File: config.mk
export PLATFORM = sky130hd
export DESIGN_NAME = two_set_algebra_engine
export DESIGN_NICKNAME = d
export VERILOG_FILES = /design/src/rtl/core/tsae_pkg.sv /design/src/rtl/core/two_set_algebra_engine.sv
export SDC_FILE = /design/constraint.sdc
export NUM_CORES = 1
export LEC_CHECK = 0
export ABC_AREA = 1
export BUFFER_PORTS_ARGS = -buffer_cell sky130_fd_sc_hd__buf_2
export CAP_MARGIN = 40
export CELL_PAD_IN_SITES_DETAIL_PLACEMENT = 1
export CELL_PAD_IN_SITES_GLOBAL_PLACEMENT = 1
export CORE_UTILIZATION = 32
export CTS_CLUSTER_DIAMETER = 80
export DETAILED_ROUTE_END_ITERATION = 8
export MAX_ROUTING_LAYER = met4
export PLACE_DENSITY = 0.55
export SLEW_MARGIN = 20
export SYNTH_ARGS = -nofsm -noshare
export SYNTH_HDL_FRONTEND = slang
export SYNTH_SLANG_ARGS = --single-unit
File: constraint.sdc
create_clock -name clock -period 3.98 [get_ports clock]
set_clock_uncertainty 0.05 [all_clocks]
set_input_delay 0.398 -clock clock [delete_from_list [all_inputs] [get_ports clock]]
set_output_delay 0.398 -clock clock [all_outputs]
set_load 0.03 [all_outputs]
File: src/rtl/core/tsae_pkg.sv
// ----------------------------------------------------------------------------
// tsae_pkg
// Request codes and fixed field widths for the two-set algebra engine.
// ----------------------------------------------------------------------------
package tsae_pkg;

   localparam int KIND_W      = 3;
   localparam int VALUE_W     = 32;
   localparam int MAX_RESULTS = 32;
   localparam int OUT_CNT_W   = $clog2(MAX_RESULTS);

   typedef enum logic [KIND_W-1:0] {
      KIND_ADD_A   = 3'd0,
      KIND_ADD_B   = 3'd1,
      KIND_CLEAR   = 3'd2,
      KIND_UNION   = 3'd3,
      KIND_DIFF    = 3'd4,
      KIND_INTER   = 3'd5,
      KIND_COMPARE = 3'd6
   } kind_type;

endpackage

File: src/rtl/core/two_set_algebra_engine.sv
// ----------------------------------------------------------------------------
// two_set_algebra_engine
// Two bounded insertion-ordered sets with add, clear, union, difference,
// intersection and compare requests, kept in two single-port-read memories.
// ----------------------------------------------------------------------------
// Usage:
//   A request is taken when start is high and busy is low. busy stays high
//   until the last response of that request has been driven.
//   Each response is on the rsp_ ports for one cycle while rsp_valid is high;
//   the receiver cannot stall, so responses are never held back.
//   Add A/B: one response; busy while one comparator scans the target
//   memory, one entry a cycle.
//   Clear: no response, takes effect at once, busy never rises.
//   Union/difference/intersection: each outer element is read, latched and
//   decided on, with a membership scan of the other memory between latch
//   and decision (a hit ends it early); union's first pass has no scan.
//   Results stream in order with last on the final one; an empty result
//   gives one response with element_valid low. At most 32 responses.
//   Compare: two nested scans (A in B, then B in A), a miss ends a pass;
//   one response at the end.
//   Reset clears both counts; the stores need no clearing pass.
// ----------------------------------------------------------------------------
module two_set_algebra_engine #(
   parameter int SET_CAPACITY = 16,
   parameter int DATA_WIDTH   = 32
) (
   input  logic                                clock,
   input  logic                                reset,
   input  logic                                start,
   output logic                                busy,
   input  logic [tsae_pkg::KIND_W-1:0]         req_kind,
   input  logic signed [tsae_pkg::VALUE_W-1:0] req_value,
   output logic                                rsp_valid,
   output logic signed [tsae_pkg::VALUE_W-1:0] rsp_element,
   output logic                                rsp_element_valid,
   output logic                                rsp_last,
   output logic                                rsp_added,
   output logic                                rsp_full_res,
   output logic                                rsp_equal,
   output logic                                rsp_proper_superset,
   output logic                                rsp_proper_subset,
   output logic                                rsp_superset,
   output logic                                rsp_subset
);

   localparam int CNT_W = $clog2(SET_CAPACITY + 1);
   localparam int IDX_W = (SET_CAPACITY > 1) ? $clog2(SET_CAPACITY) : 1;
   localparam int EW    = tsae_pkg::VALUE_W;

   typedef enum logic [2:0] {
      S_IDLE,
      S_OUTER,
      S_OLATCH,
      S_SCAN,
      S_NEXT
   } state_type;

   state_type                        state_ff;
   tsae_pkg::kind_type               op_ff;
   logic                             phase_ff;
   logic [CNT_W-1:0]                 cnt_a_ff, cnt_b_ff;
   logic [CNT_W-1:0]                 outer_ff, scan_ff;
   logic                             rd_pend_ff;
   logic                             hit_ff;
   logic [DATA_WIDTH-1:0]            probe_ff;
   logic [DATA_WIDTH-1:0]            held_ff;
   logic                             held_vld_ff;
   logic [tsae_pkg::OUT_CNT_W-1:0]   out_cnt_ff;
   logic                             a_in_b_ff, b_in_a_ff;

   logic                             rsp_valid_ff, rsp_elem_vld_ff, rsp_last_ff;
   logic                             rsp_added_ff, rsp_full_ff;
   logic                             rsp_equal_ff, rsp_psuper_ff, rsp_psub_ff;
   logic                             rsp_super_ff, rsp_sub_ff;
   logic [EW-1:0]                    rsp_elem_ff;

   logic [DATA_WIDTH-1:0]            set_a_mem [SET_CAPACITY];
   logic [DATA_WIDTH-1:0]            set_b_mem [SET_CAPACITY];
   logic [DATA_WIDTH-1:0]            rd_a_ff, rd_b_ff;

   logic                             outer_is_b, inner_is_a, no_inner;
   logic [CNT_W-1:0]                 outer_cnt, inner_cnt;
   logic [IDX_W-1:0]                 addr_a, addr_b;
   logic [DATA_WIDTH-1:0]            outer_data, inner_data;
   logic                             match;
   logic                             inner_full;
   logic                             wr_a, wr_b;
   logic                             emit;
   logic [DATA_WIDTH+EW-1:0]         held_wide;
   logic [DATA_WIDTH+EW-1:0]         value_wide;

   // operand routing for the current request and pass
   always_comb begin
      outer_is_b = phase_ff &&
                   (op_ff inside {tsae_pkg::KIND_UNION, tsae_pkg::KIND_COMPARE});
      inner_is_a = (op_ff == tsae_pkg::KIND_ADD_A) || outer_is_b;
      no_inner   = (op_ff == tsae_pkg::KIND_UNION) && !phase_ff;
      outer_cnt  = outer_is_b ? cnt_b_ff : cnt_a_ff;
      inner_cnt  = inner_is_a ? cnt_a_ff : cnt_b_ff;
      addr_a     = inner_is_a ? scan_ff[IDX_W-1:0] : outer_ff[IDX_W-1:0];
      addr_b     = inner_is_a ? outer_ff[IDX_W-1:0] : scan_ff[IDX_W-1:0];
      outer_data = outer_is_b ? rd_b_ff : rd_a_ff;
      inner_data = inner_is_a ? rd_a_ff : rd_b_ff;
      match      = rd_pend_ff && (inner_data == probe_ff);
      inner_full = (inner_cnt >= CNT_W'(SET_CAPACITY));
      wr_a       = (state_ff == S_NEXT) && (op_ff == tsae_pkg::KIND_ADD_A) &&
                   !hit_ff && !inner_full;
      wr_b       = (state_ff == S_NEXT) && (op_ff == tsae_pkg::KIND_ADD_B) &&
                   !hit_ff && !inner_full;
      emit       = no_inner ||
                   ((op_ff == tsae_pkg::KIND_INTER) ? hit_ff : !hit_ff);
   end

   assign held_wide  = {{EW{1'b0}}, held_ff};
   assign value_wide = {{DATA_WIDTH{1'b0}}, req_value};

   // set memories: one write, one registered read each
   always_ff @(posedge clock) begin
      if (wr_a) begin
         set_a_mem[cnt_a_ff[IDX_W-1:0]] <= probe_ff;
      end
      rd_a_ff <= set_a_mem[addr_a];
   end

   always_ff @(posedge clock) begin
      if (wr_b) begin
         set_b_mem[cnt_b_ff[IDX_W-1:0]] <= probe_ff;
      end
      rd_b_ff <= set_b_mem[addr_b];
   end

   always_ff @(posedge clock) begin
      if (reset) begin
         state_ff        <= S_IDLE;
         op_ff           <= tsae_pkg::KIND_CLEAR;
         phase_ff        <= 1'b0;
         cnt_a_ff        <= '0;
         cnt_b_ff        <= '0;
         outer_ff        <= '0;
         scan_ff         <= '0;
         rd_pend_ff      <= 1'b0;
         hit_ff          <= 1'b0;
         held_vld_ff     <= 1'b0;
         out_cnt_ff      <= '0;
         a_in_b_ff       <= 1'b0;
         b_in_a_ff       <= 1'b0;
         rsp_valid_ff    <= 1'b0;
         rsp_elem_vld_ff <= 1'b0;
         rsp_last_ff     <= 1'b0;
         rsp_added_ff    <= 1'b0;
         rsp_full_ff     <= 1'b0;
         rsp_equal_ff    <= 1'b0;
         rsp_psuper_ff   <= 1'b0;
         rsp_psub_ff     <= 1'b0;
         rsp_super_ff    <= 1'b0;
         rsp_sub_ff      <= 1'b0;
         rsp_elem_ff     <= '0;
      end else begin
         // drop the strobe and clear the response fields by default
         rsp_valid_ff    <= 1'b0;
         rsp_elem_vld_ff <= 1'b0;
         rsp_last_ff     <= 1'b0;
         rsp_added_ff    <= 1'b0;
         rsp_full_ff     <= 1'b0;
         rsp_equal_ff    <= 1'b0;
         rsp_psuper_ff   <= 1'b0;
         rsp_psub_ff     <= 1'b0;
         rsp_super_ff    <= 1'b0;
         rsp_sub_ff      <= 1'b0;
         rsp_elem_ff     <= '0;
         if (wr_a) begin
            cnt_a_ff <= cnt_a_ff + CNT_W'(1);
         end
         if (wr_b) begin
            cnt_b_ff <= cnt_b_ff + CNT_W'(1);
         end

         case (state_ff)
            S_IDLE: begin
               if (start) begin
                  case (req_kind)
                     tsae_pkg::KIND_ADD_A, tsae_pkg::KIND_ADD_B: begin
                        op_ff      <= tsae_pkg::kind_type'(req_kind);
                        phase_ff   <= 1'b0;
                        probe_ff   <= value_wide[DATA_WIDTH-1:0];
                        scan_ff    <= '0;
                        rd_pend_ff <= 1'b0;
                        state_ff   <= S_SCAN;
                     end
                     tsae_pkg::KIND_CLEAR: begin
                        cnt_a_ff <= '0;
                        cnt_b_ff <= '0;
                     end
                     tsae_pkg::KIND_UNION, tsae_pkg::KIND_DIFF,
                     tsae_pkg::KIND_INTER, tsae_pkg::KIND_COMPARE: begin
                        op_ff       <= tsae_pkg::kind_type'(req_kind);
                        phase_ff    <= 1'b0;
                        outer_ff    <= '0;
                        held_vld_ff <= 1'b0;
                        out_cnt_ff  <= '0;
                        a_in_b_ff   <= 1'b1;
                        b_in_a_ff   <= 1'b1;
                        state_ff    <= S_OUTER;
                     end
                     default: begin
                     end
                  endcase
               end
            end

            S_OUTER: begin
               if (outer_ff == outer_cnt) begin
                  // end of a pass over the outer set
                  if ((op_ff inside {tsae_pkg::KIND_UNION, tsae_pkg::KIND_COMPARE}) &&
                      !phase_ff) begin
                     phase_ff <= 1'b1;
                     outer_ff <= '0;
                  end else if (op_ff == tsae_pkg::KIND_COMPARE) begin
                     rsp_valid_ff  <= 1'b1;
                     rsp_last_ff   <= 1'b1;
                     rsp_equal_ff  <= (cnt_a_ff == cnt_b_ff) && a_in_b_ff;
                     rsp_sub_ff    <= (cnt_a_ff <= cnt_b_ff) && a_in_b_ff;
                     rsp_super_ff  <= (cnt_a_ff >= cnt_b_ff) && b_in_a_ff;
                     rsp_psub_ff   <= (cnt_a_ff < cnt_b_ff) && a_in_b_ff;
                     rsp_psuper_ff <= (cnt_a_ff > cnt_b_ff) && b_in_a_ff;
                     state_ff      <= S_IDLE;
                  end else begin
                     // flush the held element, or an empty marker
                     rsp_valid_ff    <= 1'b1;
                     rsp_last_ff     <= 1'b1;
                     rsp_elem_vld_ff <= held_vld_ff;
                     rsp_elem_ff     <= held_vld_ff ? held_wide[EW-1:0] : '0;
                     held_vld_ff     <= 1'b0;
                     state_ff        <= S_IDLE;
                  end
               end else begin
                  state_ff <= S_OLATCH;
               end
            end

            S_OLATCH: begin
               probe_ff   <= outer_data;
               scan_ff    <= '0;
               rd_pend_ff <= 1'b0;
               hit_ff     <= 1'b0;
               state_ff   <= no_inner ? S_NEXT : S_SCAN;
            end

            S_SCAN: begin
               if (match) begin
                  hit_ff     <= 1'b1;
                  rd_pend_ff <= 1'b0;
                  state_ff   <= S_NEXT;
               end else if (scan_ff >= inner_cnt) begin
                  hit_ff     <= 1'b0;
                  rd_pend_ff <= 1'b0;
                  state_ff   <= S_NEXT;
               end else begin
                  scan_ff    <= scan_ff + CNT_W'(1);
                  rd_pend_ff <= 1'b1;
               end
            end

            S_NEXT: begin
               if (op_ff inside {tsae_pkg::KIND_ADD_A, tsae_pkg::KIND_ADD_B}) begin
                  rsp_valid_ff <= 1'b1;
                  rsp_last_ff  <= 1'b1;
                  rsp_added_ff <= !hit_ff && !inner_full;
                  rsp_full_ff  <= !hit_ff && inner_full;
                  state_ff     <= S_IDLE;
               end else if (op_ff == tsae_pkg::KIND_COMPARE) begin
                  if (!hit_ff) begin
                     // one miss settles this direction; skip the rest of the pass
                     if (phase_ff) begin
                        b_in_a_ff <= 1'b0;
                     end else begin
                        a_in_b_ff <= 1'b0;
                     end
                     outer_ff <= outer_cnt;
                  end else begin
                     outer_ff <= outer_ff + CNT_W'(1);
                  end
                  state_ff <= S_OUTER;
               end else if (emit && held_vld_ff &&
                            (out_cnt_ff == tsae_pkg::OUT_CNT_W'(tsae_pkg::MAX_RESULTS - 1))) begin
                  // stream limit reached: the held element closes it
                  rsp_valid_ff    <= 1'b1;
                  rsp_last_ff     <= 1'b1;
                  rsp_elem_vld_ff <= 1'b1;
                  rsp_elem_ff     <= held_wide[EW-1:0];
                  held_vld_ff     <= 1'b0;
                  state_ff        <= S_IDLE;
               end else begin
                  if (emit) begin
                     if (held_vld_ff) begin
                        rsp_valid_ff    <= 1'b1;
                        rsp_elem_vld_ff <= 1'b1;
                        rsp_elem_ff     <= held_wide[EW-1:0];
                        out_cnt_ff      <= out_cnt_ff + tsae_pkg::OUT_CNT_W'(1);
                     end
                     held_ff     <= probe_ff;
                     held_vld_ff <= 1'b1;
                  end
                  outer_ff <= outer_ff + CNT_W'(1);
                  state_ff <= S_OUTER;
               end
            end

            default: begin
               state_ff <= S_IDLE;
            end
         endcase
      end
   end

   assign busy                = (state_ff != S_IDLE);
   assign rsp_valid           = rsp_valid_ff;
   assign rsp_element         = rsp_elem_ff;
   assign rsp_element_valid   = rsp_elem_vld_ff;
   assign rsp_last            = rsp_last_ff;
   assign rsp_added           = rsp_added_ff;
   assign rsp_full_res        = rsp_full_ff;
   assign rsp_equal           = rsp_equal_ff;
   assign rsp_proper_superset = rsp_psuper_ff;
   assign rsp_proper_subset   = rsp_psub_ff;
   assign rsp_superset        = rsp_super_ff;
   assign rsp_subset          = rsp_sub_ff;

   a_count_bound: assert property (@(posedge clock) disable iff (reset)
      (cnt_a_ff <= CNT_W'(SET_CAPACITY)) && (cnt_b_ff <= CNT_W'(SET_CAPACITY)))
      else $error("set count above capacity");

   a_write_room: assert property (@(posedge clock) disable iff (reset)
      (wr_a || wr_b) |-> !(wr_a && wr_b) && !inner_full)
      else $error("store write without room");

   a_rsp_from_busy: assert property (@(posedge clock) disable iff (reset)
      rsp_valid_ff |-> $past(state_ff != S_IDLE))
      else $error("response without an active request");

   a_last_ends: assert property (@(posedge clock) disable iff (reset)
      (rsp_valid_ff && rsp_last_ff) |-> (state_ff == S_IDLE))
      else $error("last response while request still active");

   a_read_in_scan: assert property (@(posedge clock) disable iff (reset)
      rd_pend_ff |-> (state_ff == S_SCAN))
      else $error("scan read pending outside scan");

endmodule
Word level (Yosys, flattened, before mapping). Memories as Yosys holds them, arrays and structs flattened. A register that Yosys moved wholly into a read port is not among the register bits. Index checks and enable logic that the tools add are counted.

$add $sub $neg: 5. Magnitude comparators: 6. Eq/ne operators: 42. Muxes and demuxes: 114. Bitwise operators: 7. Reductions and logical operators: 54.

Operator list (count): $mux 32 (12); $mux 5 (27); $pmux 32 s2 (2); $mux 1 (51); $eq 32x32->1 (1); $ne 2x2->1 const B (16); $pmux 5 s3 (2); $add 5x1->5 const B (5); $reduce_and 7->1 (3); $logic_and 1x1->1 (19); $eq 3x3->1 const B (6); $mux 3 (6); $eq 3x2->1 const B (5); $pmux 3 s5 (1); $pmux 1 s2 (7); $reduce_bool 2->1 (6); $eq 5x5->1 (2); $ge 5x5->1 (2); $pmux 5 s2 (1); $reduce_and 5->1 (2); $eq 3x1->1 const B (3); $logic_not 3->1 (3); $ne 3x3->1 const B (3); $reduce_and 9->1 (1); other kinds (25) (42).

Bits in registers: 143. RAM bits: 1024. Input bits: 38. Output and inout port bits: 43. Logic and storage cells: 256. Memories kept: 2.

Memories: set_a_mem (depth 16, width 32, rd ports 1, clocked after memory_dff 1, write ports 1, line two_set_algebra_engine.sv:77) `logic [DATA_WIDTH-1:0] set_a_mem [SET_CAPACITY];`; set_b_mem (depth 16, width 32, rd ports 1, clocked after memory_dff 1, write ports 1, line two_set_algebra_engine.sv:78) `logic [DATA_WIDTH-1:0] set_b_mem [SET_CAPACITY];`.

Depth between registers and ports, before layout. Gate-level depths: netlist (run 1).

Depth after elaboration: 12. Depth in mapped cells: 22. Gate-level depth less buffers: 20.

Worst setup path after synthesis (run 1). No wires, ideal clock.

Kind: flip-flop to flip-flop. Start point: register op_ff[2]. End point: memory set_b_mem[11][0], enable pin. Setup time: 421 ps. Arrival: 3108 ps. Data required time: 3509 ps. Path slack: 401 ps. Stages on the path, launching flop included: 11. Path buffers: 1. Clock period less this slack: 3579 ps. Cells stage by stage: dfxtp_1 nor2_2 nand2_4 nand2_4 buf_4 o21ai_1 inv_1 nand3_1 nor3_2 nand3_1 nor2_1.

Cells in the longest elaborated chain, start to end: 10. Elaborated cells on any way between the ends: 15. Classes of those cells: 1 x order compare; 3 x eq/ne; 3 x mux; 8 x reduce/logical.

Ends and longest elaborated chain: start, declared (line two_set_algebra_engine.sv:59) `tsae_pkg::kind_type op_ff;`; start signal, assigned (line two_set_algebra_engine.sv:135) `op_ff <= tsae_pkg::KIND_CLEAR;`; start signal, assigned (line two_set_algebra_engine.sv:183) `op_ff <= tsae_pkg::kind_type'(req_kind);`; start signal, assigned (line two_set_algebra_engine.sv:196) `op_ff <= tsae_pkg::kind_type'(req_kind);`; $eq 3x2->1 or $eq 3x3->1 (tied branches) (line two_set_algebra_engine.sv:95) `(op_ff inside {tsae_pkg::KIND_UNION, tsae_pkg::KIND_COMPARE});`; $reduce_bool 2->1 (line two_set_algebra_engine.sv:95); $logic_and 1x1->1 (line two_set_algebra_engine.sv:94) `outer_is_b = phase_ff &&`; $logic_or 1x1->1 (line two_set_algebra_engine.sv:96) `inner_is_a = (op_ff == tsae_pkg::KIND_ADD_A) || outer_is_b;`; $mux 5 (line two_set_algebra_engine.sv:99) `inner_cnt = inner_is_a ? cnt_a_ff : cnt_b_ff;`; $ge 5x5->1 (line two_set_algebra_engine.sv:105) `inner_full = (inner_cnt >= CNT_W'(SET_CAPACITY));`; $logic_not 1->1 (line two_set_algebra_engine.sv:109) `!hit_ff && !inner_full;`; $logic_and 1x1->1 (*) (line two_set_algebra_engine.sv:109); $mux 1 (*) (line two_set_algebra_engine.sv:126) `if (wr_b) begin`; $mux 1 (implied by the code) (*) (line two_set_algebra_engine.sv:127) `set_b_mem[cnt_b_ff[IDX_W-1:0]] <= probe_ff;`; end, declared (line two_set_algebra_engine.sv:78).

Mark *: on every way between the ends. The rest lies on a longest branch, timed or not.

Final worst setup path (run 1).
Start point: register op_ff[2]. End point: memory set_a_mem[0][6], enable pin.

Cells in the longest elaborated chain, start to end: 10. Elaborated cells on any way between the ends: 14. Classes of those cells: 1 x order compare; 2 x eq/ne; 3 x mux; 8 x reduce/logical.

Ends and longest elaborated chain: $eq 3x2->1 or $eq 3x3->1 (tied branches) (line two_set_algebra_engine.sv:95); $reduce_bool 2->1 (line two_set_algebra_engine.sv:95); $logic_and 1x1->1 (line two_set_algebra_engine.sv:94); $logic_or 1x1->1 (line two_set_algebra_engine.sv:96); $mux 5 (line two_set_algebra_engine.sv:99); $ge 5x5->1 (line two_set_algebra_engine.sv:105); $logic_not 1->1 (line two_set_algebra_engine.sv:107) `!hit_ff && !inner_full;`; $logic_and 1x1->1 (*) (line two_set_algebra_engine.sv:107); $mux 1 (*) (line two_set_algebra_engine.sv:119) `if (wr_a) begin`; $mux 1 (implied by the code) (*) (line two_set_algebra_engine.sv:120) `set_a_mem[cnt_a_ff[IDX_W-1:0]] <= probe_ff;`; end, declared (line two_set_algebra_engine.sv:77).

Marks and branches as above.

==> impl_results.md, run 1 <==
* Synth warnings at 0
* Fraction of registers with async set/reset at 0
* Commonest non-fill, non-tap cell in the layout: edfxtp_1
* Die Span Y at 390.1 um
* Die Span X at 390.1 um
* CP bufs+invs at 2
* Setup TNS at 0 ns
* Dominant cell type by area after synthesis: edfxtp_1
* Most used DFF post-synth: edfxtp_1
* Critical Path Slowest Stage Cell: nor2_4
* Max stage delay on crit path at roughly 0.53 ns
* Die ar. at 152200 sq um
* Grt ovf at 0
* Clk_lat worst skew at 0.76 ns
* Routed WL at 153.3 mm
* Yosys reg bits at 1231
* Layout fillers at around 16000
* Resized cells post-CTS at 0
* FF/Latch Area at 35530 sq um
* Max Buffers Root-to-Sink at 3
* Arrival time at the worst endpoint at 3.98 ns
* Critical Path Sink Type: register
* Hold Violations, Final at 0
* Mapped Area at 48190 sq um
* Core area at 149600 sq um
* Synth-to-layout area growth at 17.73%
* CP top delay family: simple AND/OR/NAND/NOR gates
* PortBufs at 80
* RePlAce Congestion at 0.8538
* Area of the multi-input gates at 11620 sq um
* Worst hold path type: in2reg
* Max-slew violation count at 0
* Fin cells at 6058
* Nets@finish at 3989
* CTS Buf Count at approximately 140
* Status: finished, final reports clean
* Critical-path cell list: nor2_2 > nand2_4 > nand2_4 > o21ai_1 > inv_1 > nand3_1 > nor2_1 > nand2_1 > nor2_4 > buf_12
* Count of max-cap constraint violations at 0
* DRC at 0
* Critical path's most frequent cell: nand2_4
* Placed cell count at slightly below 6000
* First-pass DRT Iterations at 5
* Worst slew pin tran at 0.8175 ns
* # clock sinks at 1231
* FP Rows at ~140
* Post-Syn Instances at 3776
* Fraction of layout cells with a size suffix above 1 at 0.1227
* Syn nets at 3836
* Synth top area cells: edfxtp_1 (68%), dfxtp_1 (5.9%), o21ai_0 (5.2%)
* Min cycle time layout at roughly 3.6 ns
* Initial DRC Count at 2524
* Maximum fanout along the worst path at 30
* Leakage at 18.64 nW
* Via density at between 5 and 6
* Relative slew slack at 0.4544
* CP Launch Type: register
* Clk pin slew, worst setup/hold paths at 0.06 ns
* DR vias at 31600
* Fmax at 0.2798 GHz
* Utilization after layout at 0.3793
* Remaining antenna violation count after routing at 0
* Syn Area/Cell at between 10 and 15 sq um
* Max VDD drop at between 0.2 and 0.3 mV
* Number of distinct library cells after synthesis at 46
* Hold slack at 0.02051 ns
* Vias in the first global route at between 30000 and 40000
* Post-synth EDFFs at 1088
* Sequential share of the synthesized area at 0.7374
* Final setup viols at 0
* GRT Resource Usage Total at 0.2059
* Initial core utilization at 0.3221
* Wire per inst at approximately 25 um
* Largest net degree at the start of global routing at 150
* Initial antenna violation count at 8
* PwrDens at 596.3 nW/um^2
* HPWL after DPL at 88.82 mm
* CP required at 4.39 ns
* Period utilization at 0.8980
* First-pass GRT wire length at 223.2 mm
* Area share of the largest cell type after synthesis at 0.6780
* Commonest cells after routing, fill and taps aside: edfxtp_1 (1088), nor2_1 (605), o21ai_0 (499)
* CP Class: reg2reg
* Reg2Reg Setup Slack at slightly above 0.4 ns
* RSZ-0062 raised after global routing: false
* CTS H-tree lvls at 4
* I/O Pins at 81
* CTS root buf: clkbuf_16
* CTS tree: built
## kinds of logic after synthesis
group / synth area share
flip-flops: 0.7374
AND/OR/NAND/NOR: 0.09645
AO/OA/AOI/OAI: 0.1289
buffers and inverters: 0.02884
adder cells (fa/ha/maj): 0.005712
XOR/XNOR: 0.002726
## where the power goes
group,total [mW],internal [mW],switching (mW)
Sequential,15.6,14.9,0.617
Clock,12.2,7.10,5.13
Combinational,6.04,1.64,4.40
## path summary, 6_finish.rpt
| path | from | to | cells past startpoint |
|---|---|---|---|
| hold / removal | req_value[29] | probe_ff[29]$_DFFE_PP_ | 3 |
| setup / recovery | op_ff[2]$_SDFFE_PP0P_ | set_a_mem[0][6]$_DFFE_PP_ | 10 |
| hold reg to reg | b_in_a_ff$_SDFFE_PP0P_ | rsp_proper_superset$_SDFF_PP0_ | 2 |
| setup reg to reg | op_ff[2]$_SDFFE_PP0P_ | set_a_mem[0][6]$_DFFE_PP_ | 10 |
## timing repair
item,4_1_cts,5_1_grt
setup buffers,0,0
hold buffers,28,0
hold endpoints to repair,28,0
## cell usage after synthesis, drive strengths merged (3+ instances only)
cell type     n
edfxtp     1088
nor2        643
o21ai       554
nand2       305
clkbuf      196
o221ai      161
dfxtp       143
nand3       106
inv         105
a21oi       100
o22ai        98
o211ai       95
buf          47
nor3b        32
ha           22
nor3         15
nand3b       14
xor2         12
a211oi       10
nand4         7
a21o          5
clkinv        3
xnor2         3
## worst min-delay path: cells and delay by family
| kind | cells | cell delay (ns) |
|---|---|---|
| compound gates | 1 | 0.13 |
| buf+inv | 1 | 0.08 |
| simple gates | 1 | 0.10 |
## per-layer routing
layer	routed length (um)	global-route usage	part of all wire	up-vias
met2	69380	0.3113	0.45	744
met3	8288	0.04036	0.054	194
li1	-	-	-	14340
met4	4335	0.06959	0.028	0
met5	0	-	0	-
met1	71320	0.2767	0.47	16320
## state kept, by name (all words and copies together), names as in the netlist, 3 cells and up
signal       cells
probe_ff        32
op_ff            3
state_ff         3
scan_ff          5
out_cnt_ff       5
rd_a_ff         32
rd_b_ff         32
cnt_b_ff         5
rsp_element     32
cnt_a_ff         5
outer_ff         5
set_b_mem      512
set_a_mem      512
held_ff         32
## stage by stage
stage	power [mW]	setup WS (ns)	cell area [sq um]
2_1_floorplan	19.10	0.4007	48190
3_3_place_gp	21.78	0.5156	52040
3_5_place_dp	21.87	0.4429	52060
4_1_cts	34.17	0.4098	56650
5_1_grt	35.19	0.1779	56740
6_report	33.83	0.4059	56740
## layout make-up
class / instances / area share
diodes: 1 / 0.00004411
repair buffers: 258 / 0.04095
clock inverters: 54 / 0.007785
clock buffers: 196 / 0.06817
well taps: 2016 / 0.04446
multi-input cells: 2194 / 0.2049
flip-flops and latches: 1231 / 0.6263
inverters: 108 / 0.007410
(Power assumes the default switching activity.)
==> run 2, diff against run 1 <==
--- a/config.mk
+++ b/config.mk
@@ -13,6 +13,7 @@
 export CORE_UTILIZATION = 32
 export CTS_CLUSTER_DIAMETER = 80
 export DETAILED_ROUTE_END_ITERATION = 8
+export GPL_TIMING_DRIVEN = 0
 export MAX_ROUTING_LAYER = met4
 export PLACE_DENSITY = 0.55
 export SLEW_MARGIN = 20
==> run 2 against run 1 <==
Register-to-register slack worse by 0.40 ns. Non-clock buffer count is 284 higher. Sequential share of layout area is 2.7 points lower. First-iteration DRC count is 49% higher. Global-route usage is 4.0 points higher. Power is 4.7% higher. Largest cell class unchanged.
==> impl_results.md, run 2 (synthesis gave the netlist of run 1 again) <==
* Period utilization at 0.9976
* FF/Latch Area at approximately 36000 sq um
* Fraction of layout cells with a size suffix above 1 at 0.1305
* PortBufs at 80
* DRC at 0
* I/O Pins at between 80 and 90
* CP required at 4.51 ns
* Layout fillers at around 16000
* Max VDD drop at 0.3509 mV
* Area of the multi-input gates at 11550 sq um
* Max-slew violation count at 0
* Initial core utilization at 0.3221
* GRT Resource Usage Total at 0.2463
* CTS root buf: clkbuf_16
* Arrival time at the worst endpoint at about 4.5 ns
* Remaining antenna violation count after routing at 0
* Clk pin slew, worst setup/hold paths at 0.06 ns
* Fmax at 0.2519 GHz
* Final Instance Area at around 59000 sq um
* Routed WL at 184.8 mm
* CTS Buf Count at approximately 140
* Min cycle time layout at 3.970 ns
* Core area at 149600 sq um
* Synth-to-layout area growth at 23.12%
* PwrDens at between 500 and 600 nW/um^2
* Hold Violations, Final at 0
* RSZ-0062 raised after global routing: false
* CP Class: reg2reg
* Status: finished, final reports clean
* Largest net degree at the start of global routing at 23
* Clk_lat worst skew at 0.78 ns
* Nets@finish at 4272
* CTS tree: built
* Die ar. at 152200 sq um
* Commonest non-fill, non-tap cell in the layout: edfxtp_1
* Worst slew pin tran at just under 0.9 ns
* Wire per inst at 29.15 um
* Grt ovf at 0
* Max Buffers Root-to-Sink at 3
* DP Worst Slack at -0.2161 ns
* # clock sinks at 1231
* Critical Path Sink Type: register
* First-pass GRT wire length at 257.1 mm
* FP Rows at 142
* Initial DRC Count at 3749
* Via density at 5.455
* DR vias at 34580
* Die Span X at 390.1 um
* Initial antenna violation count at 19
* Count of max-cap constraint violations at 0
* RePlAce Congestion at 0.8490
* First-pass DRT Iterations at 5
* Commonest cells after routing, fill and taps aside: edfxtp_1 (1088), nor2_1 (606), o21ai_0 (498)
* Vias in the first global route at 34040
* Relative slew slack at 0.4035
* Leakage at 19.67 nW
* Hold slack at about 0.041 ns
* Final setup viols at 0
* CTS H-tree lvls at 4
* CP Launch Type: register
* Setup slack after layout at 0.009537 ns
* Die Span Y at approximately 390 um
* Cell Area, Placed at between 50000 and 60000 sq um
* HPWL after DPL at 131.1 mm
* Worst hold path type: in2reg
* Maximum fanout along the worst path at 10
run 2: cell types whose count changed in the layout (fill, tap and decap cells not counted), moves of 5 or more:
| cell | previous run | this run |
|---|---|---|
| buf_4 | 106 | 30 |
| inv_1 | 96 | 101 |
| buf_8 | 2 | 54 |
| o21ai_1 | 44 | 49 |
| clkinv_2 | 22 | 17 |
| o21ai_4 | 8 | 0 |
| buf_1 | 0 | 21 |
| buf_6 | 1 | 28 |
| clkbuf_2 | 0 | 12 |
| clkbuf_1 | 44 | 220 |
| buf_2 | 82 | 100 |
| buf_16 | 2 | 50 |
run 2: worst paths after layout:
kind / startpoint / end / slack [ns] / depth (start not counted)
setup / recovery: op_ff[2]$_SDFFE_PP0P_ / rd_a_ff[22]$_DFF_P_ / 0.01 / 11
hold / removal: req_value[31] / probe_ff[31]$_DFFE_PP_ / 0.04 / 3
setup reg to reg: op_ff[2]$_SDFFE_PP0P_ / rd_a_ff[22]$_DFF_P_ / 0.01 / 11
hold reg to reg: held_ff[13]$_DFFE_PP_ / rsp_element[13]$_SDFF_PP0_ / 0.41 / 1
run 2: per-layer routing:
layer  share of wire  GRT usage  vias up
li1                -          -    14950
met2            0.44     0.3626     1464
met4           0.020    0.05825        0
met1            0.46     0.3577    17960
met3           0.077    0.03527      216
met5               0          -        -
run 2: area by class of cell:
class / instances / area share
sequential: 1231 / 0.5989
multi-input combinational: 2194 / 0.1946
timing repair buffer: 299 / 0.06773
clock buffer: 189 / 0.06455
tap: 2016 / 0.04251
buffer: 243 / 0.01695
clock inverter: 57 / 0.007781
inverter: 108 / 0.006832
antenna: 3 / 0.0001265
run 2: per-stage QoR:
step	utilization	TNS [ns]	instances	total power, mW
after floorplan	-	0	3776	19.10
after global placement	0.3417	-2525.02	5872	22.60
after detailed placement	0.3624	-23.35	6017	23.22
after CTS	0.3940	-0.08086	6301	35.51
after global routing	0.3966	0	6337	36.57
final	0.3966	0	6340	35.43
run 2: timing repair:
action / 4_1_cts / 5_1_grt
hold endpoints to repair: 36 / 0
buffers inserted: 8 / 26
hold buffers: 30 / 0
resized for setup: 3 / 25
endpoints found under the setup margin: 238 / 268
pin swaps: 7 / 15
run 2: where the power goes:
part	internal, mW	switching (mW)	total (mW)
combinational	2.04	5.63	7.68
sequential	14.9	0.500	15.4
clock	7.06	5.25	12.3
total	24.0	11.4	35.4
run 2: worst max-delay path: stages, from the launching register on:
cell and delay (ns):
dfxtp_1 0.48, nand2_1 0.13, nand3_2 0.22, nand2_4 0.11, buf_6 0.17, buf_6 0.16, o21ai_2 0.62, inv_1 0.22
buf_2 0.33, clkbuf_1 0.39, o211ai_1 0.56, nand2_1 0.30
==> run 3, diff against run 2 <==
==> constraint.sdc (replaced) <==
create_clock -name clock -period 4.7 [get_ports clock]
set_clock_uncertainty 0.05 [all_clocks]
set_input_delay 0.47 -clock clock [delete_from_list [all_inputs] [get_ports clock]]
set_output_delay 0.47 -clock clock [all_outputs]
set_load 0.03 [all_outputs]
==> run 3 against run 2 <==
Worst setup slack better by 0.42 ns. Sequential power is 15% lower. Routed wire length is 0.55% lower. Critical path type unchanged. Largest power group unchanged.
==> impl_results.md, run 3 (synthesis gave the netlist of run 1 again) <==
* Status: finished, final reports clean
* Clk pin slew, worst setup/hold paths at roughly 0.060 ns
* PwrDens at 510.4 nW/um^2
* Relative slew slack at 0.3573
* Initial antenna violation count at 20
* CTS root buf: clkbuf_16
* FP Rows at 142
* Clk_lat worst skew at around 0.78 ns
* Metal-1 WL at ~86 mm
* Hold slack at 0.04511 ns
* Initial core utilization at 0.3221
* Synth-to-layout area growth at 21.86%
* Die Span Y at 390.1 um
* Hold Violations, Final at 0
* HPWL after DPL at 131.1 mm
* FF/Latch Area at 35530 sq um
* Routed wl met3 at 13.21 mm
* Area of the multi-input gates at 11530 sq um
* Remaining antenna violation count after routing at 0
* Maximum fanout along the worst path at 18
* Met2 Wirelength at 81.09 mm
* CTS tree: built
* Worst hold path type: in2reg
* Max VDD drop at about 0.30 mV
* Layout fillers at 15800
* CP Class: reg2reg
* Initial DRC Count at ~4000
* First-pass GRT wire length at 256.5 mm
* Fmax at 0.2339 GHz
* DP Worst Slack at 0.5039 ns
* Leakage at 19.33 nW
* CP Launch Type: register
* Largest net degree at the start of global routing at 23
* Max Buffers Root-to-Sink at 3
* Vias in the first global route at 33910
* CP required at 5.13 ns
* Nets@finish at 4218
* # clock sinks at 1231
* Commonest non-fill, non-tap cell in the layout: edfxtp_1
* Grt ovf at 0
* Setup slack after layout at approximately 0.43 ns
* Critical Path Sink Type: register
* Core area at 149600 sq um
* Die ar. at between 150000 and 200000 sq um
* Die Span X at 390.1 um
* Routed WL at 183.8 mm
* Count of max-cap constraint violations at 0
* First-pass DRT Iterations at 6
* DR vias at 34150
* DR top layer: met4
* I/O Pins at 81
* CTS Buf Count at 135
* Setup bufs post-CTS at 0
* CTS H-tree lvls at 4
* Fraction of layout cells with a size suffix above 1 at 0.1212
* Min cycle time layout at 4.275 ns
* Final setup viols at 0
* Commonest cells after routing, fill and taps aside: edfxtp_1 (1088), nor2_1 (606), o21ai_0 (499)
* Max-slew violation count at 0
* RSZ-0062 raised after global routing: false
* Period utilization at 0.9095
* RePlAce Congestion at 0.8490
* Placed cell count at approximately 6000
* GRT Resource Usage Total at 0.2458
* PortBufs at 80
* DRC at 0
* Via density at around 5.4
* Wire per inst at around 29 um
* Worst slew pin tran at 0.9641 ns
* Fin cells at 6286
* Arrival time at the worst endpoint at 4.70 ns
==> run 3: final timing paths <==
check                              from                          to  slack [ns]  cells after the start
setup reg to reg  op_ff[2]$_SDFFE_PP0P_  set_b_mem[1][27]$_DFFE_PP_        0.43                     11
hold reg to reg   held_ff[13]$_DFFE_PP_  rsp_element[13]$_SDFF_PP0_        0.41                      1
setup / recovery  op_ff[2]$_SDFFE_PP0P_  set_b_mem[1][27]$_DFFE_PP_        0.43                     11
hold / removal            req_value[23]      probe_ff[23]$_DFFE_PP_        0.05                      3
==> run 3: per-stage QoR <==
step	util	area [sq um]	setup TNS [ns]	power, mW
floorplan	-	48190	0	16.17
global placement	0.3417	51110	-1757.25	19.14
detailed placement	0.3624	54220	0	19.66
CTS	0.3918	58610	0	30.06
global route	0.3925	58720	0	30.93
finish	0.3926	58730	0	29.97
==> run 3: repair_timing <==
item,4_1_cts,5_1_grt
endpoints found under the hold margin,10,0
resized for setup,0,0
setup endpoints to repair,0,0
hold buffers,10,0
==> run 3: layout make-up <==
type,count,area share
Antenna cell,3,0.0001278
Buffer,243,0.01679
Clock buffer,189,0.06521
Clock inverter,57,0.007862
Inverter,108,0.006903
Multi-Input combinational cell,2194,0.1963
Sequential cell,1231,0.6051
Tap cell,2016,0.04295
Timing Repair Buffer,245,0.05876
==> run 3: critical path: stages, from the launching register on <==
cell	delay [ns]
dfxtp_1	0.38
nor2_2	0.35
nand2_4	0.24
nand2_4	0.17
buf_4	0.25
o21ai_1	0.15
inv_1	0.19
nand3_1	0.22
nor3_2	0.53
nand2_1	0.44
nor2_4	0.70
buf_12	0.27
==> run 3: report_power, final <==
part | total [mW] | leakage, nW | switching [mW] | internal [mW]
Sequential | 13.1 | 11.0 | 0.425 | 12.6
Combinational | 6.47 | 6.28 | 4.76 | 1.71
Clock | 10.4 | 2.09 | 4.45 | 5.98
Total | 30.0 | 19.3 | 9.63 | 20.3
==> run 3: layer usage <==
metal,global-route usage,vias to the layer above
li1,-,14830
met3,0.03450,214
met1,0.3578,17780
met2,0.3613,1327
met5,-,-
met4,0.05811,0
